## src/rtl/core/tmprof_pkg.sv

```systemverilog
// shared types, constants and a helper function for the trapezoidal motion profile block
package tmprof_pkg;

	localparam int CFG_IDX_W  = 3;
	localparam int CFG_DATA_W = 32;
	localparam int COORD_W    = 16;
	localparam int TIME_W     = 32;
	localparam int LEN_W      = 17;
	localparam int DIV_STEPS  = 17;
	localparam int ROOT_STEPS = 17;
	localparam int FIFO_DEPTH = 4;
	localparam int FIFO_PTR_W = $clog2(FIFO_DEPTH);
	localparam int FIFO_CNT_W = $clog2(FIFO_DEPTH + 1);

	typedef enum logic [2:0] {
		PH_BEFORE = 3'd0,
		PH_ACCEL  = 3'd1,
		PH_CRUISE = 3'd2,
		PH_DECEL  = 3'd3,
		PH_DONE   = 3'd4
	} phase_t;

	typedef enum logic [2:0] {
		REG_START_X    = 3'd0,
		REG_START_Y    = 3'd1,
		REG_END_X      = 3'd2,
		REG_END_Y      = 3'd3,
		REG_SPEED      = 3'd4,
		REG_ACCEL      = 3'd5,
		REG_START_TIME = 3'd6
	} cfg_reg_t;

	typedef enum logic [3:0] {
		ST_IDLE,
		ST_SQX,
		ST_SQY,
		ST_ROOT,
		ST_DT1,
		ST_DT2,
		ST_DLA,
		ST_RT,
		ST_VCR,
		ST_AREA
	} setup_state_t;

	// move geometry as seen by the datapath
	typedef struct packed {
		logic [COORD_W-1:0] sx;
		logic [COORD_W-1:0] sy;
		logic [COORD_W-1:0] adx;
		logic [COORD_W-1:0] ady;
		logic               negx;
		logic               negy;
		logic [TIME_W-1:0]  start_time;
	} geom_t;

	// profile figures derived from the configuration
	typedef struct packed {
		logic [LEN_W-1:0] len;
		logic [LEN_W-1:0] t1;
		logic [LEN_W-1:0] t2;
		logic [LEN_W:0]   tf;
		logic [15:0]      vcr;
		logic [31:0]      at1sq;
		logic [15:0]      acc;
	} prof_t;

	typedef struct packed {
		phase_t           ph;
		logic [LEN_W-1:0] m;
	} item_t;

	// one restoring division step: returns {remainder, shifted dividend with quotient bit}
	function automatic logic [2*LEN_W-1:0] div_step(input logic [LEN_W-1:0] rem,
			input logic [LEN_W-1:0] low, input logic [LEN_W-1:0] dvs);
		logic [LEN_W:0]   sh;
		logic             ge;
		logic [LEN_W:0]   diff;
		logic [LEN_W-1:0] rem_n;
		sh    = {rem, low[LEN_W-1]};
		ge    = sh >= {1'b0, dvs};
		diff  = sh - {1'b0, dvs};
		rem_n = ge ? diff[LEN_W-1:0] : sh[LEN_W-1:0];
		return {rem_n, low[LEN_W-2:0], ge};
	endfunction

endpackage

```

## src/rtl/core/tmprof_front.sv

```systemverilog
// front end: takes a time sample and classifies it into a profile phase
module tmprof_front (
	input  logic                          start,
	input  logic [tmprof_pkg::TIME_W-1:0] time_now,
	input  logic                          setup_busy,
	input  logic                          fifo_full,
	input  tmprof_pkg::geom_t             geom,
	input  tmprof_pkg::prof_t             prof,
	output logic                          busy,
	output logic                          push,
	output tmprof_pkg::item_t             item
);
	import tmprof_pkg::*;

	logic signed [32:0] t, t1e, t2e, tfe;
	logic [17:0]        r;

	assign busy = setup_busy | fifo_full;
	assign push = start & ~busy;

	assign t   = $signed({1'b0, time_now}) - $signed({1'b0, geom.start_time});
	assign t1e = $signed({16'd0, prof.t1});
	assign t2e = $signed({16'd0, prof.t2});
	assign tfe = $signed({15'd0, prof.tf});
	assign r   = prof.tf - t[17:0];

	always_comb begin
		if (t[32] || t == 33'sd0)  item.ph = PH_BEFORE;
		else if (t < t1e)          item.ph = PH_ACCEL;
		else if (t < t2e)          item.ph = PH_CRUISE;
		else if (t < tfe)          item.ph = PH_DECEL;
		else                       item.ph = PH_DONE;
		// decel works on time remaining
		item.m = (item.ph == PH_DECEL) ? r[16:0] : t[16:0];
	end

endmodule

```

## config.mk

```make
export PLATFORM = sky130hd
export DESIGN_NAME = tmprof_front
export DESIGN_NICKNAME = d
export VERILOG_FILES = /design/src/rtl/core/tmprof_pkg.sv /design/src/rtl/core/tmprof_front.sv
export SDC_FILE = /design/constraint.sdc
export NUM_CORES = 1
export LEC_CHECK = 0
export CAP_MARGIN = 10
export CORE_AREA = 2 2 113 115
export DETAILED_ROUTE_END_ITERATION = 16
export DIE_AREA = 0 0 115 117
export DONT_BUFFER_PORTS = 1
export GPL_ROUTABILITY_DRIVEN = 0
export GPL_TIMING_DRIVEN = 0
export PLACE_DENSITY = 0.53
export SLEW_MARGIN = 20
export SYNTH_ARGS = -nofsm -noshare
export SYNTH_HDL_FRONTEND = slang
export SYNTH_SLANG_ARGS = --single-unit
```

## constraint.sdc

```tcl
create_clock -name vclk -period 21.7
set_input_delay 6.51 -clock vclk [all_inputs]
set_output_delay 6.51 -clock vclk [all_outputs]
set_load 0.02 [all_outputs]
```

==> results.cfg <==
[outcome]
status = finished clean

[logic_synthesis]
synth_common_cells = inv_1, ha_1, a21oi_1, nand2_1, nor2_1
ys_seq_area_share_pct = 0
synthDistinctLibCells = 74
synthCells = 585
yosysMostFrequentCell = inv_1
syn_area_mm2 = 0.00423
avgSynthCellArea_um2 = 7.23
yosys_warnings = 0
yosysTopAreaCell = ha_1
synth_area_leaders = ha_1, inv_1, a21oi_1
yosysTopAreaCellShare_pct = 29.0
synth_nets = 951

[drt]
drtAntennaViolNets = 0
wire_per_inst_um = 16.5
vias = 4025
vias_per_cell = 5.48
wirelength_mm = 12.1
drc = 0
dr.pass1.iters = 4
drtIter0Drc = 161

[critical_path]
critPathArrivalTime_ps = 11670
critPathLaunchType = input pin
critPathRequiredTime_ps = 15190
worstPathMaxFanout = 10
crit_start = time_now[0]
end_kind = output pin
worstSetupPathType = input pin to output pin
crit_end = item[7]

[placed_design]
placed_area_mm2 = 0.00442
dp_hpwl_mm = 10.9
portBuffers = 0

[global_routing]
antenna_found_initial = 2
grtUsageTotal_pct = 17.5
overflow = 0
grt_pass1_vias = 3833
grt_max_degree = 11
grt_pass1_wl_mm = 19.1

[finish]
stdcell_area_mm2 = 0.00442
nets = 953
drive_above_1_share_pct = 4.79
diodes = 0
syn2layout_area_growth_pct = 4.58
clkbuf_count = 0
fill_cells = 1339
seq_area_um2 = 0
seq_cell_count = 0

[die]
start_util_pct = 34.4
chipHeight_um = 117
num_io_pins = 288
die_area_mm2 = 0.0135
core_area_mm2 = 0.0123
chipWidth_um = 115
rows = 41

[sta]
finalCriticalPeriod_ps = 18180
tightest_slew_ps = 730
maxSlewViolCount = 0
hold_violations = 0
period_share_pct = 83.8
fin_tns_setup_ps = 0
fmax_mhz = 55.0
setup_viol = 0
rsz0062_at_grt = no
max-slew-margin-rel_pct = 51.2

[power_and_ir_drop]
power_density_mw_per_mm2 = 44.4
p_leak_uw = 0.00229
vdd_drop_max_mv = 0.0142

[min_path]
hp-start = start
hp-class = input pin to output pin

[cts]
cts_setup_buffers = 0
cts-resized-gates = 0
ctsHoldBuffers = 0

[flow_run]
cap_viol_max_count = 0
[final cells by class]
| class | count | area (um^2) | area share, % |
|---|---|---|---|
| Buffer | 7 | 51.3 | 1.16 |
| Inverter | 110 | 413 | 9.33 |
| Multi-Input combinational cell | 468 | 3770 | 85.3 |
| Tap cell | 150 | 188 | 4.24 |
[placed cells by master, fill, tap and decap left out, types with 3 or more instances in the layout]
master and n:
o2111ai_1 3, o21ai_1 7, nor2_1 30, a2111oi_0 4, a21boi_0 5, xnor2_1 16, ha_1 98, nor4_2 4
xor2_1 19, o21a_1 11, o31ai_1 4, a211o_1 3, nor2b_1 9, a21oi_1 49, o21bai_1 9, or2_2 4
a21o_1 22, clkbuf_1 4, inv_1 110, nand2_1 34, mux2i_1 15, nand2b_1 6, a221oi_1 3, and3_1 5
o21ai_0 24, nand4_1 7, and4_1 4, nor3_1 8, nand3_1 14
[per-layer routing]
metal | GRT usage (%) | wire length (um) | part of all wire, % | vias up
met5 | 0 | 13 | 0.11 | -
met4 | 0.884 | 68 | 0.56 | 2
met3 | 3.55 | 934 | 7.7 | 8
met2 | 27.4 | 5120 | 42 | 134
met1 | 26.1 | 5990 | 49 | 1794
li1 | - | - | - | 2087
[worst min-delay path by stage]
stage	endpoint	slack, ps	cells after the start
CTS	push	13150	2
global placement	push	13150	2
finish	push	13140	2
detailed placement	push	13150	2
global route	push	13150	2
floorplan	push	13140	2
[kinds of logic after synthesis]
group                      after synthesis  share of synthesized area, %
muxes                                   18                          4.53
buffers and inverters                  117                          11.0
AOI/OAI and AO/OA                      176                          29.5
xor gates and xnor gates                37                          8.02
and+or+nand+nor                        137                          17.0
adders and majority gates              100                          29.9
[through the flow]
stage	cells	hold slack, ps	util [%]	setup WS, ps	total power, uW
3_5_place_dp	735	13150	35.9	3440	196
5_1_grt	735	13150	35.9	2990	222
4_1_cts	735	13150	35.9	3410	197
2_1_floorplan	585	13140	-	4410	156
6_report	735	13140	35.9	3520	196
3_3_place_gp	735	13150	35.9	3460	191
[critical path, stage by stage]
cell	delay, ps
inv_1	60
ha_1	170
inv_1	60
fa_1	400
a21o_1	210
a22o_1	270
o41ai_2	380
o21bai_1	100
a21oi_1	230
xor2_2	310
inv_1	190
ha_1	390
a21o_1	200
a21o_1	160
a21oi_1	180
nand2_1	60
o21ai_0	220
a21oi_1	160
nor2b_1	160
and4b_1	190
and4_1	200
buf_6	180
buf_12	160
mux2i_1	510
[report_power, final]
group	switching, uW	internal [uW]
Sequential	0	0
Combinational	120	76.9
Clock	0	0
Note: power is estimated with default switching activity, not from simulation.
