`src/rtl/core/tmprof_pkg.sv`:
```
// shared types, constants and a helper function for the trapezoidal motion profile block
package tmprof_pkg;

	localparam int CFG_IDX_W  = 3;
	localparam int CFG_DATA_W = 32;
	localparam int COORD_W    = 16;
	localparam int TIME_W     = 32;
	localparam int LEN_W      = 17;
	localparam int DIV_STEPS  = 17;
	localparam int ROOT_STEPS = 17;
	localparam int FIFO_DEPTH = 4;
	localparam int FIFO_PTR_W = $clog2(FIFO_DEPTH);
	localparam int FIFO_CNT_W = $clog2(FIFO_DEPTH + 1);

	typedef enum logic [2:0] {
		PH_BEFORE = 3'd0,
		PH_ACCEL  = 3'd1,
		PH_CRUISE = 3'd2,
		PH_DECEL  = 3'd3,
		PH_DONE   = 3'd4
	} phase_t;

	typedef enum logic [2:0] {
		REG_START_X    = 3'd0,
		REG_START_Y    = 3'd1,
		REG_END_X      = 3'd2,
		REG_END_Y      = 3'd3,
		REG_SPEED      = 3'd4,
		REG_ACCEL      = 3'd5,
		REG_START_TIME = 3'd6
	} cfg_reg_t;

	typedef enum logic [3:0] {
		ST_IDLE,
		ST_SQX,
		ST_SQY,
		ST_ROOT,
		ST_DT1,
		ST_DT2,
		ST_DLA,
		ST_RT,
		ST_VCR,
		ST_AREA
	} setup_state_t;

	// move geometry as seen by the datapath
	typedef struct packed {
		logic [COORD_W-1:0] sx;
		logic [COORD_W-1:0] sy;
		logic [COORD_W-1:0] adx;
		logic [COORD_W-1:0] ady;
		logic               negx;
		logic               negy;
		logic [TIME_W-1:0]  start_time;
	} geom_t;

	// profile figures derived from the configuration
	typedef struct packed {
		logic [LEN_W-1:0] len;
		logic [LEN_W-1:0] t1;
		logic [LEN_W-1:0] t2;
		logic [LEN_W:0]   tf;
		logic [15:0]      vcr;
		logic [31:0]      at1sq;
		logic [15:0]      acc;
	} prof_t;

	typedef struct packed {
		phase_t           ph;
		logic [LEN_W-1:0] m;
	} item_t;

	// one restoring division step: returns {remainder, shifted dividend with quotient bit}
	function automatic logic [2*LEN_W-1:0] div_step(input logic [LEN_W-1:0] rem,
			input logic [LEN_W-1:0] low, input logic [LEN_W-1:0] dvs);
		logic [LEN_W:0]   sh;
		logic             ge;
		logic [LEN_W:0]   diff;
		logic [LEN_W-1:0] rem_n;
		sh    = {rem, low[LEN_W-1]};
		ge    = sh >= {1'b0, dvs};
		diff  = sh - {1'b0, dvs};
		rem_n = ge ? diff[LEN_W-1:0] : sh[LEN_W-1:0];
		return {rem_n, low[LEN_W-2:0], ge};
	endfunction

endpackage

```
`src/rtl/core/tmprof_setup.sv`:
```
// configuration registers and the iterative unit that derives length and phase times
module tmprof_setup (
	input  logic                             clk,
	input  logic                             arst_n,
	input  logic                             cfg_we,
	input  logic [tmprof_pkg::CFG_IDX_W-1:0]  cfg_idx,
	input  logic [tmprof_pkg::CFG_DATA_W-1:0] cfg_data,
	output tmprof_pkg::geom_t                geom,
	output tmprof_pkg::prof_t                prof,
	output logic                             running
);
	import tmprof_pkg::*;

	logic [15:0] sx_q, sy_q, ex_q, ey_q, spd_q, acc_q;
	logic [31:0] st_q;

	setup_state_t state_q, state_d;

	logic [16:0] dxf, dyf, ndx, ndy;
	logic [15:0] adx, ady, spd, acc;
	logic [31:0] sqx, sqy;

	logic [33:0] sum_q, rad_q;
	logic [19:0] rem_q;
	logic [16:0] root_q;
	logic [16:0] drem_q, dvd_q;
	logic [4:0]  cnt_q;
	logic [16:0] len_q, t1_q, t2_q;
	logic [17:0] tf_q;
	logic [15:0] vcr_q;
	logic [31:0] at1sq_q;

	logic [19:0] rsh, trial, rdiff, rem_n;
	logic        rge;
	logic [16:0] root_n;
	logic [16:0] dvs;
	logic [33:0] dres;
	logic        last;
	logic [32:0] vcr_full;

	// config registers
	always_ff @(posedge clk or negedge arst_n) begin
		if (!arst_n) begin
			sx_q  <= '0;
			sy_q  <= '0;
			ex_q  <= '0;
			ey_q  <= '0;
			spd_q <= 16'd1;
			acc_q <= 16'd1;
			st_q  <= '0;
		end else if (cfg_we) begin
			case (cfg_reg_t'(cfg_idx))
				REG_START_X:    sx_q  <= cfg_data[15:0];
				REG_START_Y:    sy_q  <= cfg_data[15:0];
				REG_END_X:      ex_q  <= cfg_data[15:0];
				REG_END_Y:      ey_q  <= cfg_data[15:0];
				REG_SPEED:      spd_q <= cfg_data[15:0];
				REG_ACCEL:      acc_q <= cfg_data[15:0];
				REG_START_TIME: st_q  <= cfg_data[31:0];
				default: ;
			endcase
		end
	end

	assign dxf = {ex_q[15], ex_q} - {sx_q[15], sx_q};
	assign dyf = {ey_q[15], ey_q} - {sy_q[15], sy_q};
	assign ndx = 17'd0 - dxf;
	assign ndy = 17'd0 - dyf;
	assign adx = dxf[16] ? ndx[15:0] : dxf[15:0];
	assign ady = dyf[16] ? ndy[15:0] : dyf[15:0];
	assign spd = (spd_q == 16'd0) ? 16'd1 : spd_q;
	assign acc = (acc_q == 16'd0) ? 16'd1 : acc_q;

	// full-width squares of the move vector
	assign sqx = adx * adx;
	assign sqy = ady * ady;

	// square root step, two radicand bits per cycle
	assign rsh    = {rem_q[17:0], rad_q[33:32]};
	assign trial  = {1'b0, root_q, 2'b01};
	assign rge    = rsh >= trial;
	assign rdiff  = rsh - trial;
	assign rem_n  = rge ? rdiff : rsh;
	assign root_n = {root_q[15:0], rge};

	assign dres = div_step(drem_q, dvd_q, dvs);
	assign last = cnt_q == 5'(DIV_STEPS - 1);
	assign vcr_full = {1'b0, acc} * {16'd0, t1_q};

	// next state
	always_comb begin
		state_d = state_q;
		case (state_q)
			ST_IDLE: state_d = ST_IDLE;
			ST_SQX:  state_d = ST_SQY;
			ST_SQY:  state_d = ST_ROOT;
			ST_ROOT: if (last) state_d = ST_DT1;
			ST_DT1:  if (last) state_d = ST_DT2;
			ST_DT2: begin
				if (last) state_d = (t1_q >= dres[16:0]) ? ST_DLA : ST_VCR;
			end
			ST_DLA:  if (last) state_d = ST_RT;
			ST_RT:   if (last) state_d = ST_VCR;
			ST_VCR:  state_d = ST_AREA;
			ST_AREA: state_d = ST_IDLE;
			default: state_d = ST_IDLE;
		endcase
		if (cfg_we) state_d = ST_SQX;
	end

	// outputs
	always_comb begin
		running = state_q != ST_IDLE;
		case (state_q)
			ST_DT1:  dvs = {1'b0, acc};
			ST_DT2:  dvs = {1'b0, spd};
			ST_DLA:  dvs = {1'b0, acc};
			default: dvs = {1'b0, acc};
		endcase
	end

	always_ff @(posedge clk or negedge arst_n) begin
		if (!arst_n) state_q <= ST_SQX;
		else         state_q <= state_d;
	end

	// shared iteration datapath
	always_ff @(posedge clk) begin
		cnt_q <= cnt_q + 5'd1;
		case (state_q)
			ST_SQX: sum_q <= {2'b00, sqx};
			ST_SQY: begin
				rad_q  <= sum_q + {2'b00, sqy};
				rem_q  <= '0;
				root_q <= '0;
				cnt_q  <= '0;
			end
			ST_ROOT, ST_RT: begin
				rad_q  <= {rad_q[31:0], 2'b00};
				rem_q  <= rem_n;
				root_q <= root_n;
				if (last) begin
					cnt_q  <= '0;
					drem_q <= '0;
					if (state_q == ST_ROOT) begin
						len_q <= root_n;
						dvd_q <= {1'b0, spd};
					end else begin
						t1_q <= root_n;
						t2_q <= root_n;
					end
				end
			end
			ST_DT1, ST_DT2, ST_DLA: begin
				drem_q <= dres[33:17];
				dvd_q  <= dres[16:0];
				if (last) begin
					cnt_q  <= '0;
					drem_q <= '0;
					dvd_q  <= len_q;
					if (state_q == ST_DT1) t1_q <= dres[16:0];
					if (state_q == ST_DT2) t2_q <= dres[16:0];
					if (state_q == ST_DLA) begin
						rad_q  <= {17'd0, dres[16:0]};
						rem_q  <= '0;
						root_q <= '0;
					end
				end
			end
			ST_VCR: begin
				vcr_q <= vcr_full[15:0];
				tf_q  <= {1'b0, t1_q} + {1'b0, t2_q};
			end
			ST_AREA: at1sq_q <= vcr_q * t1_q[15:0];
			default: ;
		endcase
	end

	assign geom.sx         = sx_q;
	assign geom.sy         = sy_q;
	assign geom.adx        = adx;
	assign geom.ady        = ady;
	assign geom.negx       = dxf[16];
	assign geom.negy       = dyf[16];
	assign geom.start_time = st_q;

	assign prof.len   = len_q;
	assign prof.t1    = t1_q;
	assign prof.t2    = t2_q;
	assign prof.tf    = tf_q;
	assign prof.vcr   = vcr_q;
	assign prof.at1sq = at1sq_q;
	assign prof.acc   = acc;

endmodule

```
`config.mk`:
```
export PLATFORM = sky130hd
export DESIGN_NAME = tmprof_setup
export DESIGN_NICKNAME = d
export VERILOG_FILES = /design/src/rtl/core/tmprof_pkg.sv /design/src/rtl/core/tmprof_setup.sv
export SDC_FILE = /design/constraint.sdc
export NUM_CORES = 2
export LEC_CHECK = 0
export BUFFER_PORTS_ARGS = -buffer_cell sky130_fd_sc_hd__buf_2
export CORE_MARGIN = 10
export CORE_UTILIZATION = 45
export CTS_CLUSTER_SIZE = 40
export DETAILED_ROUTE_END_ITERATION = 10
export PLACE_DENSITY = 0.7
export SLEW_MARGIN = 20
export SYNTH_ARGS = -nofsm -noshare
export SYNTH_HDL_FRONTEND = slang
export SYNTH_SLANG_ARGS = --single-unit
```
`constraint.sdc`:
```
create_clock -name clk -period 12 [get_ports clk]
set_clock_uncertainty 0.1 [all_clocks]
set_input_delay 0.6 -clock clk [delete_from_list [all_inputs] [get_ports clk]]
set_output_delay 0.6 -clock clk [all_outputs]
set_load 0.01 [all_outputs]
```
==> impl_metrics.toml <==
[route]
wl_per_cell_microns = 19.23
via_count = 34266
drt-vias-per-instance = 5.292
drt-initial-drc-count = 2509
remaining_drc_errors = 0
wl_microns = 124500
first_pass_iters = 5
ant_nets = 0

[final_layout]
seqCellArea_sq_um = 10940
multi_input_area_sq_um = 31070
final_cell_mix = "inv_1, fa_1, nand2_1"
fillers = 9463
layout-drive-gt1-share_pct = 10.67
nNetsFinal = 6195
area_growth_syn_to_layout_pct = 9.859
layout_commonest_cell = "inv_1"
final_util_pct = 49.98

[logic_synthesis]
ys_seq_area_share_pct = 23.54
muxShareOfSynthArea_pct = 3.343
synth-compound-area-share_pct = 7.308
synth_cell_type_count = 86
synth_xor_area_share_pct = 4.102
synth-adder-area-share_pct = 39.51
synth_top_family_by_area = "adder cells"
synth_cells = 4846
synth_edf_count = 251
ys_warn_count = 0
syn_avg_cell_area_sq_um = 9.593
yosys.area_share.simple_pct = 12.37
ys_ff_latch = 388
synth_fp_nets = 5972
synth_flop_cell = "edfxtp_1"
async_flop_share_pct = 34.02
syn_area_sq_um = 46490

[clock_network]
htree_levels = 2
ctsHoldBuffers = 1
clk_latency_ps = 620
cts_resized = 0
path_clk_slew_ps = 60
cts_root_buf = "clkbuf_16"
numCtsBuffers = 46
tritoncts = "built"
cts.path.max_buffers = 3
clkSinkCount = 388
cts_setup_buffers = 0

[critical_path]
critical-path-max-stage-delay_ps = 820
worstPathRequired_ps = 12250
critPathKind = "flop to flop"
crit_arrival_ps = 10730
crit_buf_inv = 5
worst_path_dominant_cell_family = "compound AO/OA/AOI/OAI gates"
cp-end-kind = "flop"
crit_top_cell = "fa_1"
crit_slowest_cell = "o2bb2ai_1"
start_kind = "flop"
critPathMaxFanout = 16

[floorplan]
core.rowCount = 117
initial_utilization_pct = 45.49
num_io_pins = 270
die_y_microns = 341.4
fp.dieW_microns = 341.4
die-area_sq_um = 116600
core_sq_um = 102200

[status]
status = "completed"

[global_route]
grt_first_pass_wirelength_microns = 200500
grt_overflow = 0
grt.total_usage_pct = 21.62
grt_max_degree = 74
grt_pass1_vias = 36382
antenna_found_initial = 5

[sta]
post-route-period-util_pct = 87.29
rsz0062_at_grt = "false"
slew_headroom_pct = 22.66
tightest_slew_ps = 1159
fin_crit_ps = 10480
drv_slew = 0
finalHoldViolCount = 0
max_freq_mhz = 95.46
finalSetupTns_ps = 0
setup_viol = 0
holdWs_ps = 122.0

[place]
gp_congestion = 0.9206
hpwl_microns = 98780
io_buffers = 269

[hold_path]
hp-class = "input pin to flop"

[job]
maxCapViolCount = 0
==> worst register-to-register path, delay by kind of cell, from the launching register on <==
family	cells	cell delay, ps
AOI/OAI and AO/OA	15	3880
xor gates and xnor gates	2	810
adders and majority gates	9	3690
buffers and inverters	5	740
DFF	1	400
and+or+nand+nor	4	590
==> state kept, by name, indices dropped and copies added (netlist names), 17 cells and up <==
name	cells
drem_q	17
t1_q	17
root_q	17
rem_q	18
rad_q	34
at1sq_q	32
len_q	17
dvd_q	17
st_q	32
tf_q	18
t2_q	17
sum_q	31
==> worst paths after layout <==
kind / from / end / slack, ps / cells past startpoint
min in group asynchronous: arst_n / st_q[10]$_DFFE_PN0P_ / 440 / 2
hold reg to reg: root_q[12]$_SDFFCE_PP0P_ / len_q[13]$_DFFE_PP_ / 350 / 0
max in group asynchronous: arst_n / st_q[20]$_DFFE_PN0P_ / 9890 / 3
hold / removal: cfg_data[18] / st_q[18]$_DFFE_PN0P_ / 120 / 2
setup reg to reg: sx_q[0]$_DFFE_PN0P_ / sum_q[31]$_DFFE_PP_ / 1520 / 35
setup / recovery: sx_q[0]$_DFFE_PN0P_ / sum_q[31]$_DFFE_PP_ / 1520 / 35
==> per-layer routing <==
layer,routed length [microns],part of all wire (%),global-route usage [%],vias to the layer above
met5,34,0.027,0,-
met4,5418,4.4,8.536,6
met3,9330,7.5,4.290,268
met2,59520,48,36.44,1132
met1,50190,40,27.11,17184
li1,-,-,-,15676
==> kinds of logic (layout without fill, tap and decap cells) <==
logic type,count (synthesis),after routing
AND/OR/NAND/NOR,1270,1270
AO/OA/AOI/OAI,526,526
XOR/XNOR,216,216
adder cells (fa/ha/maj),1088,1088
multiplexers,143,143
flip-flops,388,388
other,1,2
buffers and inverters,1214,1474
==> cell usage after synthesis (all sizes together), types with 10 or more instances <==
cell type | n | area [sq um]
fa | 633 | 12670
or2 | 12 | 75.07
nand3 | 37 | 185.2
a21o | 50 | 375.4
a21boi | 14 | 105.1
a211oi | 17 | 127.6
xnor2 | 144 | 1276
nand4 | 11 | 68.82
nor4 | 12 | 75.07
nor2 | 331 | 1242
ha | 455 | 5693
or3 | 13 | 81.33
mux2i | 45 | 450.4
mux2 | 98 | 1104
a31oi | 30 | 193.9
o21bai | 26 | 195.2
o21ai | 148 | 740.7
edfxtp | 251 | 7537
nor2b | 28 | 175.2
o21a | 25 | 187.7
and3 | 16 | 100.1
nand2 | 526 | 1974
nor3 | 50 | 250.2
o31ai | 13 | 97.59
clkbuf | 142 | 533.0
nand2b | 30 | 187.7
xor2 | 72 | 630.6
o211ai | 13 | 97.59
a21oi | 114 | 570.6
inv | 1055 | 3960
dfrtp | 129 | 3228
buf | 10 | 45.04
and2 | 176 | 1101
==> per-stage QoR <==
stage	cells	instance area, sq um	setup WS [ps]
after global placement	6387	49480	1863
final	6475	51070	1525
after CTS	6473	51040	1546
after detailed placement	6387	49480	1579
after global routing	6474	51070	707.9
after floorplan	4846	46490	2769
==> cell type report <==
class	instances	share of cell area (%)
multi-input cells	3244	60.83
flip-flops and latches	388	21.43
inverters	1062	7.806
repair buffers	327	3.530
well taps	1368	3.352
clock buffers	55	2.359
clock inverters	30	0.6836
diodes	1	0.004900
Power is not shown: default switching activity piles up to over one toggle a cycle in this logic, so the estimate is an artifact.
