[src/rtl/core/tmprof_pkg.sv]
// shared types, constants and a helper function for the trapezoidal motion profile block
package tmprof_pkg;

	localparam int CFG_IDX_W  = 3;
	localparam int CFG_DATA_W = 32;
	localparam int COORD_W    = 16;
	localparam int TIME_W     = 32;
	localparam int LEN_W      = 17;
	localparam int DIV_STEPS  = 17;
	localparam int ROOT_STEPS = 17;
	localparam int FIFO_DEPTH = 4;
	localparam int FIFO_PTR_W = $clog2(FIFO_DEPTH);
	localparam int FIFO_CNT_W = $clog2(FIFO_DEPTH + 1);

	typedef enum logic [2:0] {
		PH_BEFORE = 3'd0,
		PH_ACCEL  = 3'd1,
		PH_CRUISE = 3'd2,
		PH_DECEL  = 3'd3,
		PH_DONE   = 3'd4
	} phase_t;

	typedef enum logic [2:0] {
		REG_START_X    = 3'd0,
		REG_START_Y    = 3'd1,
		REG_END_X      = 3'd2,
		REG_END_Y      = 3'd3,
		REG_SPEED      = 3'd4,
		REG_ACCEL      = 3'd5,
		REG_START_TIME = 3'd6
	} cfg_reg_t;

	typedef enum logic [3:0] {
		ST_IDLE,
		ST_SQX,
		ST_SQY,
		ST_ROOT,
		ST_DT1,
		ST_DT2,
		ST_DLA,
		ST_RT,
		ST_VCR,
		ST_AREA
	} setup_state_t;

	// move geometry as seen by the datapath
	typedef struct packed {
		logic [COORD_W-1:0] sx;
		logic [COORD_W-1:0] sy;
		logic [COORD_W-1:0] adx;
		logic [COORD_W-1:0] ady;
		logic               negx;
		logic               negy;
		logic [TIME_W-1:0]  start_time;
	} geom_t;

	// profile figures derived from the configuration
	typedef struct packed {
		logic [LEN_W-1:0] len;
		logic [LEN_W-1:0] t1;
		logic [LEN_W-1:0] t2;
		logic [LEN_W:0]   tf;
		logic [15:0]      vcr;
		logic [31:0]      at1sq;
		logic [15:0]      acc;
	} prof_t;

	typedef struct packed {
		phase_t           ph;
		logic [LEN_W-1:0] m;
	} item_t;

	// one restoring division step: returns {remainder, shifted dividend with quotient bit}
	function automatic logic [2*LEN_W-1:0] div_step(input logic [LEN_W-1:0] rem,
			input logic [LEN_W-1:0] low, input logic [LEN_W-1:0] dvs);
		logic [LEN_W:0]   sh;
		logic             ge;
		logic [LEN_W:0]   diff;
		logic [LEN_W-1:0] rem_n;
		sh    = {rem, low[LEN_W-1]};
		ge    = sh >= {1'b0, dvs};
		diff  = sh - {1'b0, dvs};
		rem_n = ge ? diff[LEN_W-1:0] : sh[LEN_W-1:0];
		return {rem_n, low[LEN_W-2:0], ge};
	endfunction

endpackage

[src/rtl/core/tmprof_fifo.sv]
// short queue of classified words between front and back end
module tmprof_fifo (
	input  logic              clk,
	input  logic              arst_n,
	input  logic              push,
	input  tmprof_pkg::item_t wdata,
	input  logic              pop,
	output tmprof_pkg::item_t rdata,
	output logic              empty,
	output logic              full
);
	import tmprof_pkg::*;

	item_t                 mem_q [FIFO_DEPTH];
	logic [FIFO_PTR_W-1:0] wp_q, rp_q;
	logic [FIFO_CNT_W-1:0] cnt_q;
	logic                  do_pop;

	assign empty  = cnt_q == '0;
	assign full   = cnt_q == FIFO_CNT_W'(FIFO_DEPTH);
	assign do_pop = pop & ~empty;
	assign rdata  = mem_q[rp_q];

	always_ff @(posedge clk or negedge arst_n) begin
		if (!arst_n) begin
			wp_q  <= '0;
			rp_q  <= '0;
			cnt_q <= '0;
		end else begin
			if (push) wp_q <= wp_q + 1'b1;
			if (do_pop) rp_q <= rp_q + 1'b1;
			cnt_q <= cnt_q + FIFO_CNT_W'(push) - FIFO_CNT_W'(do_pop);
		end
	end

	always_ff @(posedge clk) begin
		if (push) mem_q[wp_q] <= wdata;
	end

endmodule

[config.mk]
export PLATFORM = sky130hd
export DESIGN_NAME = tmprof_fifo
export DESIGN_NICKNAME = d
export VERILOG_FILES = /design/src/rtl/core/tmprof_pkg.sv /design/src/rtl/core/tmprof_fifo.sv
export SDC_FILE = /design/constraint.sdc
export NUM_CORES = 1
export LEC_CHECK = 0
export ABC_CLOCK_PERIOD_IN_PS = 2500
export BUFFER_PORTS_ARGS = -buffer_cell sky130_fd_sc_hd__buf_2
export CAP_MARGIN = 20
export CORE_AREA = 2 2 88 82
export DETAILED_ROUTE_END_ITERATION = 16
export DIE_AREA = 0 0 90 84
export GPL_TIMING_DRIVEN = 1
export PLACE_DENSITY = 0.71
export SLEW_MARGIN = 20
export SYNTH_ARGS = -nofsm -noshare
export SYNTH_HDL_FRONTEND = slang
export SYNTH_SLANG_ARGS = --single-unit
[constraint.sdc]
create_clock -name clk -period 2.5 [get_ports clk]
set_clock_uncertainty 0.15 [all_clocks]
set_input_delay 0.375 -clock clk [delete_from_list [all_inputs] [get_ports clk]]
set_output_delay 0.375 -clock clk [all_outputs]
set_load 0.1 [all_outputs]
==> summary.txt, run 1 <==
Run status
  – Status: finished clean

Detailed routing
  – TritonRoute pass-1 iters: 4
  – WL met2: 2820 um
  – Vias per std cell: 5.14
  – DR iter-0 viols: 59
  – Routed via count: 1531
  – Wl on met1: 2290 um
  – Antenna viol nets, final: 0
  – Routed WL per cell: 18.1 um
  – Residual DRC: 0
  – Met3 routed WL: between 150 and 200 um
  – Max Used Layer: met4
  – Wirelength, routed: approximately 5400 um

Final layout
  – Number of fill cells: approximately 520
  – Area of the multi-input gates: 674 um2
  – FF+latch area: 2580 um2
  – Final nets: 232
  – Layout area overhead: 19.9%
  – Diode count: 0
  – Share of layout cells above drive strength 1: approximately 44%

Setup path
  – Slowest CP cell: mux4_1
  – Reg2Reg Depth: 9
  – Crit path to: rdata[0]
  – CP bufs+invs: 2
  – Critical path fanouts, max: 13
  – FF-to-FF End: cnt_q[2]
  – Startpoint Class: register
  – Crit-path leading delay family: multiplexers
  – Req. time, crit path: about 2000 ps
  – Reg-to-Reg Start: cnt_q[1]
  – Crit end category: output port
  – Critical path depth: 3
  – Critical path, cell by cell: buf_6 -> mux4_1 -> buf_2
  – Setup crit start: rp_q[0]
  – Reg2Reg Setup Slack: 170 ps
  – Crit-path max cell delay: 600 ps
  – Crit path DAT: about 1900 ps
  – Crit Path Class: reg -> out

Die
  – Core area: 6750 um2
  – Initial Util: 48.8%
  – Die width: 90 um
  – Die area: 7560 um2
  – FP Rows: 29
  – Die Height: between 80 and 90 um
  – I/O pin total: 46

Yosys
  – Yosys cell types: 18
  – Sequential fraction of the synthesis area: a little under 80%
  – Main area contributors after synthesis: edfxtp_1 (73%), mux4_2 (12%), dfrtp_1 (5.3%)
  – Yosys top cell area share: 72.9%
  – Yosys top cell by area: edfxtp_1
  – Mean Syn Cell Area: 23.5 um2
  – Synth Cell Area: roughly 3300 um2
  – Synth warn: 0
  – Yosys reg bits: 87
  – Syn_nets: about 170
  – Cells after Synth: 140

Clock network
  – Clock root cell: clkbuf_8
  – Clk slew on worst S/H paths: about 80 ps
  – CTS Buffer Depth: 2
  – Inserted Clock Buffers: 9
  – Clk Latency, worst-skew pair: 340 ps
  – CTS sink cnt: between 80 and 90
  – H-Tree Depth: 3
  – CTS tree: built

Global route
  – Pin count of the biggest net entering global routing: 22
  – Initial antenna violation count: 0
  – Vias in the first global route: 1727
  – Total global routing overflow: 0
  – Global-route wire length before repair: 8600 um
  – GRT Total Usage: 15.3%

Worst hold path
  – Hold Crit Class: in -> reg

Placed design
  – Port-buffer cells: 45
  – Gpl congestion: 0.663
  – Final HPWL DP: about 3700 um

STA
  – Total negative setup slack: 0 ps
  – Post-layout min period: between 2000 and 2500 ps
  – Slew Viols, Final: 0
  – Final count of hold timing violations: 0
  – F_max: ~0.42 GHz
  – Max_slew headroom: about three fifths
  – Final period util: 95.2%
  – RSZ-0062 raised after global routing: no
  – Final setup violation count: 0
  – Slew @ Worst Pin: about 590 ps

Job
  – Max cap viols: 0
[cells in the mapped netlist]
library cell,count
ha_1,6
mux4_1,2
nand2_1,1
o21ai_0,1
and2_1,4
xor2_1,1
o311ai_0,1
fa_1,1
edfxtp_1,80
mux4_2,18
inv_1,7
nor3b_1,1
buf_2,2
dfrtp_1,7
buf_6,2
xnor2_1,4
nor3_1,1
o31ai_1,1
[through the flow]
stage	cell area (um2)	instances	utilization, %	hold WS, ps	setup WS, ps
floorplan	3310	140	-	-70.6	272
global placement	3670	282	54.4	61.0	210
detailed placement	3670	282	54.4	71.7	68.7
CTS	3940	298	58.4	79.7	10.3
global route	3950	298	58.6	83.7	31.7
finish	3950	298	58.6	97.4	119
[layer usage]
| layer | track usage, % | vias up |
|---|---|---|
| met4 | 7.55 | 0 |
| li1 | - | 693 |
| met1 | 18.6 | 801 |
| met3 | 3.97 | 7 |
| met5 | 0 | - |
| met2 | 25.8 | 30 |
[cell usage in the layout, fill, tap and decap left out]
cell	instances
mux4_2	18
nor3b_2	1
buf_6	1
buf_2	45
dfrtp_2	1
buf_4	7
dlygate4sd3_1	1
nor3_2	1
edfxtp_1	80
mux4_1	2
o31ai_2	1
fa_1	1
inv_1	7
clkbuf_8	9
o311ai_0	1
xor2_1	1
dfrtp_1	6
o21ai_0	1
nand2_1	1
xnor2_1	4
clkinv_4	1
ha_1	6
and2_1	4
clkinv_2	1
bufinv_16	4
[cells by family after synthesis]
kind of cell	synth area share, %
XOR/XNOR	1.33
flip-flops	78.2
AO/OA/AOI/OAI	0.645
AND/OR/NAND/NOR	1.25
buffers and inverters	1.78
multiplexers	13.9
adder cells (fa/ha/maj)	2.89
[sequential cells by signal (all words and copies together), names as in the netlist]
| signal | count |
|---|---|
| cnt_q | 3 |
| rp_q | 2 |
| mem_q | 80 |
| wp_q | 2 |
[how the worst min path moves through the flow]
stage               startpoint      endpoint  slack, ps  cells past startpoint
detailed placement      arst_n      cnt_q[1]         70                      1
CTS                  wdata[15]  mem_q[0][15]         80                      1
finish               wdata[15]  mem_q[0][15]        100                      1
global route          wdata[5]   mem_q[3][5]         80                      1
global placement        arst_n      cnt_q[1]         60                      1
floorplan               arst_n      cnt_q[0]        -70                      0
[timing repair]
action                                  in CTS  in global routing
buffers inserted                             0                  0
resized for setup                            1                  2
endpoints found under the setup margin      20                  2
hold endpoints to repair                     7                  0
hold buffers                                 1                  0
[final cells by class]
class                      instances  area share (%)
tap                               93            2.94
clock buffer                       9            3.13
clock inverter                     6            3.39
sequential                        87            65.2
timing repair buffer              54            7.57
inverter                           7           0.665
multi-input combinational         42            17.1
Power of run 1 is left out: the tool's default activity adds up to more than one toggle a clock period on the data nets, which glitch-free logic cannot reach.
==> inputs of run 2 (changes only) <==
--- a/config.mk
+++ b/config.mk
@@ -5,7 +5,7 @@
 export SDC_FILE = /design/constraint.sdc
 export NUM_CORES = 1
 export LEC_CHECK = 0
-export ABC_CLOCK_PERIOD_IN_PS = 2500
+export ABC_CLOCK_PERIOD_IN_PS = 3100
 export BUFFER_PORTS_ARGS = -buffer_cell sky130_fd_sc_hd__buf_2
 export CAP_MARGIN = 20
 export CORE_AREA = 2 2 88 82
@@ -13,6 +13,7 @@
 export DIE_AREA = 0 0 90 84
 export GPL_TIMING_DRIVEN = 1
 export PLACE_DENSITY = 0.71
+export REMOVE_ABC_BUFFERS = 1
 export SLEW_MARGIN = 20
 export SYNTH_ARGS = -nofsm -noshare
 export SYNTH_HDL_FRONTEND = slang
==> constraint.sdc (replaced) <==
create_clock -name clk -period 3.1 [get_ports clk]
set_clock_uncertainty 0.15 [all_clocks]
set_input_delay 0.465 -clock clk [delete_from_list [all_inputs] [get_ports clk]]
set_output_delay 0.465 -clock clk [all_outputs]
set_load 0.1 [all_outputs]
==> run 2 against run 1 <==
Core utilization fell by 1.8 points. Die area is the same. Worst setup slack gained 340 ps. Non-clock buffer count decreased by 2. Register-to-register slack gained 550 ps. Sequential cell count is the same. Critical path type unchanged. Critical endpoint unchanged. Largest cell class unchanged. Highest routed layer unchanged.
==> summary.txt, run 2 (synthesized netlist as in run 1, its figures left out) <==
Die
  – I/O pin total: 46 (unchanged)
  – Die area: 7560 um2 (unchanged)
  – Die width: 90 um (unchanged)
  – FP Rows: 29 (unchanged)
  – Die Height: 84 um (unchanged)
  – Initial Util: 48.8% (unchanged)
  – Core area: 6750 um2 (unchanged)

STA
  – Final setup violation count: 0 (unchanged)
  – Max_slew headroom: 61.1% (+1.2 points)
  – RSZ-0062 raised after global routing: no
  – F_max: about 0.38 GHz
  – Slew Viols, Final: 0 (unchanged)
  – Final period util: 85.2%
  – Slew @ Worst Pin: 584 ps (-10.9 ps)
  – Post-layout min period: between 2000 and 3000 ps
  – Final worst slack: 458 ps (+339 ps)
  – Final count of hold timing violations: 0 (unchanged)

Job
  – Max cap viols: 0 (unchanged)

Final layout
  – Final nets: 230 (-0.86%)
  – Reg with most FFs: mem_q
  – Regs by FF count: mem_q: 80 flops, cnt_q: 3 flops
  – Max reg flops: 80 (unchanged)
  – Number of fill cells: 522 (+0.19%)
  – Diode count: 0 (unchanged)
  – Layout area overhead: 16.3%
  – Share of layout cells above drive strength 1: 39.2% (-4.7 points)
  – Most frequent cells in the layout: edfxtp_1 (80), buf_2 (45), mux4_2 (18), clkbuf_8 (9)
  – Commonest non-fill, non-tap cell in the layout: edfxtp_1
  – Layout Cells excl Fill: 297 (-0.34%)

Clock network
  – Clock root cell: clkbuf_8
  – CTS sink cnt: 87 (unchanged)
  – Clk Latency, worst-skew pair: 340 ps (about the same)
  – CTS Buffer Depth: 2 (unchanged)
  – Inserted Clock Buffers: 9 (unchanged)
  – CTS tree: built
  – Clk slew on worst S/H paths: 80 ps (about the same)
  – H-Tree Depth: 3 (unchanged)

Global route
  – Vias in the first global route: 1632 (-5.5%)
  – Global-route wire length before repair: 8690 um (+0.96%)
  – Total global routing overflow: 0 (unchanged)
  – Initial antenna violation count: 0 (unchanged)
  – GRT Total Usage: 15.6% (+0.29 points)
  – Pin count of the biggest net entering global routing: 21 (-4.5%)

Setup path
  – Crit-path max cell delay: 590 ps (about the same)
  – Crit end category: output port
  – Critical path fanouts, max: 20 (+7)
  – Crit Path Class: reg -> out
  – Slowest CP cell: mux4_1
  – Startpoint Class: register
  – Crit path DAT: 2030 ps (+170 ps)
  – Crit-path leading delay family: buffers and inverters
  – Critical path, cell by cell: buf_4 -> mux4_1 -> buf_2
  – Req. time, crit path: 2480 ps (+500 ps)
  – CP bufs+invs: 2 (unchanged)

Detailed routing
  – Routed via count: 1528 (-0.20%)
  – Wl on met1: 2380 um (+3.8%)
  – Residual DRC: 0 (unchanged)
  – Max Used Layer: met4
  – WL met2: 2770 um (-1.7%)
  – DR iter-0 viols: 67 (+14%)
  – TritonRoute pass-1 iters: 4 (unchanged)
  – Antenna viol nets, final: 0 (unchanged)
  – Wirelength, routed: 5470 um (+1.6%)
  – Met3 routed WL: 221 um (+18%)
  – Routed WL per cell: 18.4 um (+2.0%)
  – Vias per std cell: 5.14 (+0.14%)

Placed design
  – Gpl congestion: 0.721 (+8.8%)
  – Placed Cells: 280 (-0.71%)
  – Final HPWL DP: 3610 um (-2.5%)
  – Placement Setup Slack: 716 ps (+648 ps)
  – Port-buffer cells: 45 (unchanged)

Run status
  – Status: finished clean

Worst hold path
  – Hold Crit Class: in -> reg
-- run 2: final cells by class --
cell class / instances / area [um2] / share of cell area [%]
well taps: 93 / 116 / 3.04
multi-input cells: 42 / 659 / 17.2
flip-flops and latches: 87 / 2580 / 67.3
clock buffers: 15 / 168 / 4.37
repair buffers: 52 / 280 / 7.31
inverters: 7 / 26.3 / 0.686
clock inverters: 1 / 5.00 / 0.131
-- run 2: layer usage --
layer,vias up,track usage [%]
met1,791,18.9
met3,9,3.97
met2,40,26.4
met5,-,0
li1,688,-
met4,0,7.55
-- run 2: what timing repair did --
| item | 4_1_cts | 5_1_grt |
|---|---|---|
| hold endpoints to repair | 7 | 0 |
| resized for setup | 0 | 0 |
| hold buffers | 1 | 0 |
| buffers inserted | 0 | 0 |
| endpoints found under the setup margin | 0 | 0 |
-- run 2: path summary, 6_finish.rpt --
path	endpoint	cells past startpoint	slack [ps]	from
setup / recovery	rdata[0]	3	460	rp_q[0]
hold / removal	mem_q[0][0]	1	180	wdata[0]
min in group asynchronous	wp_q[1]	2	320	arst_n
max in group asynchronous	wp_q[0]	2	2320	arst_n
setup reg to reg	cnt_q[2]	9	720	cnt_q[1]
hold reg to reg	rp_q[1]	1	330	rp_q[1]
-- run 2: through the flow --
stage | setup TNS [ps] | util (%) | cell area (um2) | hold WS [ps]
5_1_grt | 0 | 56.8 | 3830 | 175
6_report | 0 | 56.8 | 3830 | 185
2_1_floorplan | -239 | - | 3260 | 19.4
3_3_place_gp | 0 | 54.1 | 3650 | 148
4_1_cts | 0 | 56.8 | 3830 | 167
3_5_place_dp | 0 | 54.1 | 3650 | 158
Power of run 2 is left out for the same reason.
==> inputs of run 3 (changes only) <==
--- a/config.mk
+++ b/config.mk
@@ -8,11 +8,11 @@
 export ABC_CLOCK_PERIOD_IN_PS = 3100
 export BUFFER_PORTS_ARGS = -buffer_cell sky130_fd_sc_hd__buf_2
 export CAP_MARGIN = 20
-export CORE_AREA = 2 2 88 82
+export CORE_AREA = 2 2 102 94
 export DETAILED_ROUTE_END_ITERATION = 16
-export DIE_AREA = 0 0 90 84
+export DIE_AREA = 0 0 104 96
 export GPL_TIMING_DRIVEN = 1
-export PLACE_DENSITY = 0.71
+export PLACE_DENSITY = 0.56
 export REMOVE_ABC_BUFFERS = 1
 export SLEW_MARGIN = 20
 export SYNTH_ARGS = -nofsm -noshare
==> run 3 against run 2 <==
Maximum frequency grew 6.6%. Critical path type unchanged. Global-route usage shrank 3.8 points. Die area grew 32%. Critical endpoint is now rdata[19].
==> summary.txt, run 3 (synthesized netlist as in run 1, its figures left out) <==
Clock network
  – Post-CTS resize count: 0 (unchanged)
  – CTS Buffer Depth: 2 (unchanged)
  – H-Tree Depth: 3 (unchanged)
  – Inserted Clock Buffers: 9 (unchanged)
  – Clk slew on worst S/H paths: 90 ps (about the same)
  – Clock root cell: clkbuf_8
  – CTS Hold Buffers Added: 1 (unchanged)
  – Clk Latency, worst-skew pair: 340 ps (about the same)
  – CTS sink cnt: 87 (unchanged)
  – Post-CTS Repair Setup Buffers: 0 (unchanged)
  – CTS tree: built

Setup path
  – Crit-path max cell delay: 590 ps (about the same)
  – Slowest CP cell: mux4_1
  – Startpoint Class: register
  – Req. time, crit path: 2480 ps (about the same)
  – Critical path fanouts, max: 13 (-35%)
  – Crit path DAT: 1860 ps (-170 ps)
  – Critical path, cell by cell: buf_4 -> mux4_1 -> buf_2
  – Crit end category: output port
  – Crit Path Class: reg -> out

Global route
  – Initial antenna violation count: 0 (unchanged)
  – Vias in the first global route: 1549 (-5.1%)
  – Total global routing overflow: 0 (unchanged)
  – GRT Total Usage: 11.8% (-3.8 points)
  – Pin count of the biggest net entering global routing: 19 (-9.5%)
  – Global-route wire length before repair: 8380 um (-3.5%)

STA
  – Final period util: 79.9% (-5.3 points)
  – Slew Viols, Final: 0 (unchanged)
  – Max_slew headroom: 66.8% (+5.7 points)
  – F_max: 0.403 GHz (+6.6%)
  – Slew @ Worst Pin: 501 ps (-82.5 ps)
  – RSZ-0062 raised after global routing: no
  – Post-layout min period: 2480 ps (-163 ps)
  – Final setup violation count: 0 (unchanged)
  – Final count of hold timing violations: 0 (unchanged)

Final layout
  – Layout area overhead: 19.1%
  – Diode count: 0 (unchanged)
  – Regs by FF count: mem_q: 80 flops, cnt_q: 3 flops
  – Reg with most FFs: mem_q
  – Max reg flops: 80 (unchanged)
  – Most frequent cells in the layout: edfxtp_1 (80), buf_2 (45), mux4_2 (18), clkbuf_8 (9)
  – Commonest non-fill, non-tap cell in the layout: edfxtp_1
  – Share of layout cells above drive strength 1: 41.5% (+2.2 points)
  – Layout Cells excl Fill: 327 (+10%)
  – Final nets: 231 (+0.43%)

Detailed routing
  – DR iter-0 viols: 40 (-40%)
  – Vias per std cell: 4.47 (-13%)
  – Residual DRC: 0 (unchanged)
  – Routed via count: 1462 (-4.3%)
  – Wirelength, routed: 5410 um (-1.2%)
  – Antenna viol nets, final: 0 (unchanged)
  – TritonRoute pass-1 iters: 4 (unchanged)
  – Routed WL per cell: 16.5 um (-10%)

Placed design
  – Final HPWL DP: 3580 um (-0.66%)
  – Placed Cells: 310 (+11%)
  – Gpl congestion: 0.698 (-3.2%)
  – Port-buffer cells: 45 (unchanged)

Run status
  – Status: finished clean

Die
  – Die width: 104 um (+16%)
  – Core area: 8920 um2 (+32%)
  – Die area: 9980 um2 (+32%)
  – Initial Util: 37.0% (-12 points)
  – FP Rows: 33 (+14%)
  – Die Height: 96 um (+14%)
  – I/O pin total: 46 (unchanged)

Job
  – Max cap viols: 0 (unchanged)

Worst hold path
  – Hold Crit Class: in -> reg
[run 3: worst paths after layout]
| kind | cells after the start | startpoint | to | slack, ps |
|---|---|---|---|---|
| worst max register to register | 9 | cnt_q[1] | cnt_q[2] | 760 |
| worst max-delay path | 3 | rp_q[0] | rdata[19] | 620 |
| min in group asynchronous | 2 | arst_n | cnt_q[0] | 320 |
| max in group asynchronous | 2 | arst_n | wp_q[1] | 2320 |
| worst min register to register | 1 | wp_q[0] | wp_q[0] | 400 |
| worst min-delay path | 1 | wdata[18] | mem_q[0][18] | 180 |
[run 3: metrics by stage]
stage	hold WS [ps]	util [%]	cell area, um2	setup slack (ps)	setup TNS, ps
6_report	179	44.0	3920	622	0
5_1_grt	155	44.0	3920	493	0
4_1_cts	157	44.0	3920	556	0
3_5_place_dp	159	41.4	3690	755	0
3_3_place_gp	156	41.4	3690	823	0
2_1_floorplan	19.4	-	3260	-194	-239
[run 3: per-layer routing]
| layer | share of wire (%) | wire length [um] | vias to the layer above | global-route usage [%] |
|---|---|---|---|---|
| li1 | - | - | 689 | - |
| met1 | 44 | 2380 | 731 | 13.8 |
| met2 | 49 | 2670 | 37 | 19.9 |
| met3 | 5.3 | 284 | 5 | 4.81 |
| met4 | 1.2 | 63 | 0 | 4.39 |
| met5 | 0 | 0 | - | 0 |
[run 3: worst max-delay path, delay by kind of cell (launching register included)]
kind	cells	cell delay (ps)
buffers and inverters	2	580
muxes	1	590
DFF	1	350
[run 3: area by class of cell]
cell class              count  area, um2
inverters                   7       26.3
multi-input cells          42        659
flip-flops and latches     87       2580
well taps                 122        153
clock inverters             7       96.3
fillers                   808       4990
repair buffers             53        288
clock buffers               9        124
Power of run 3 is left out for the same reason.
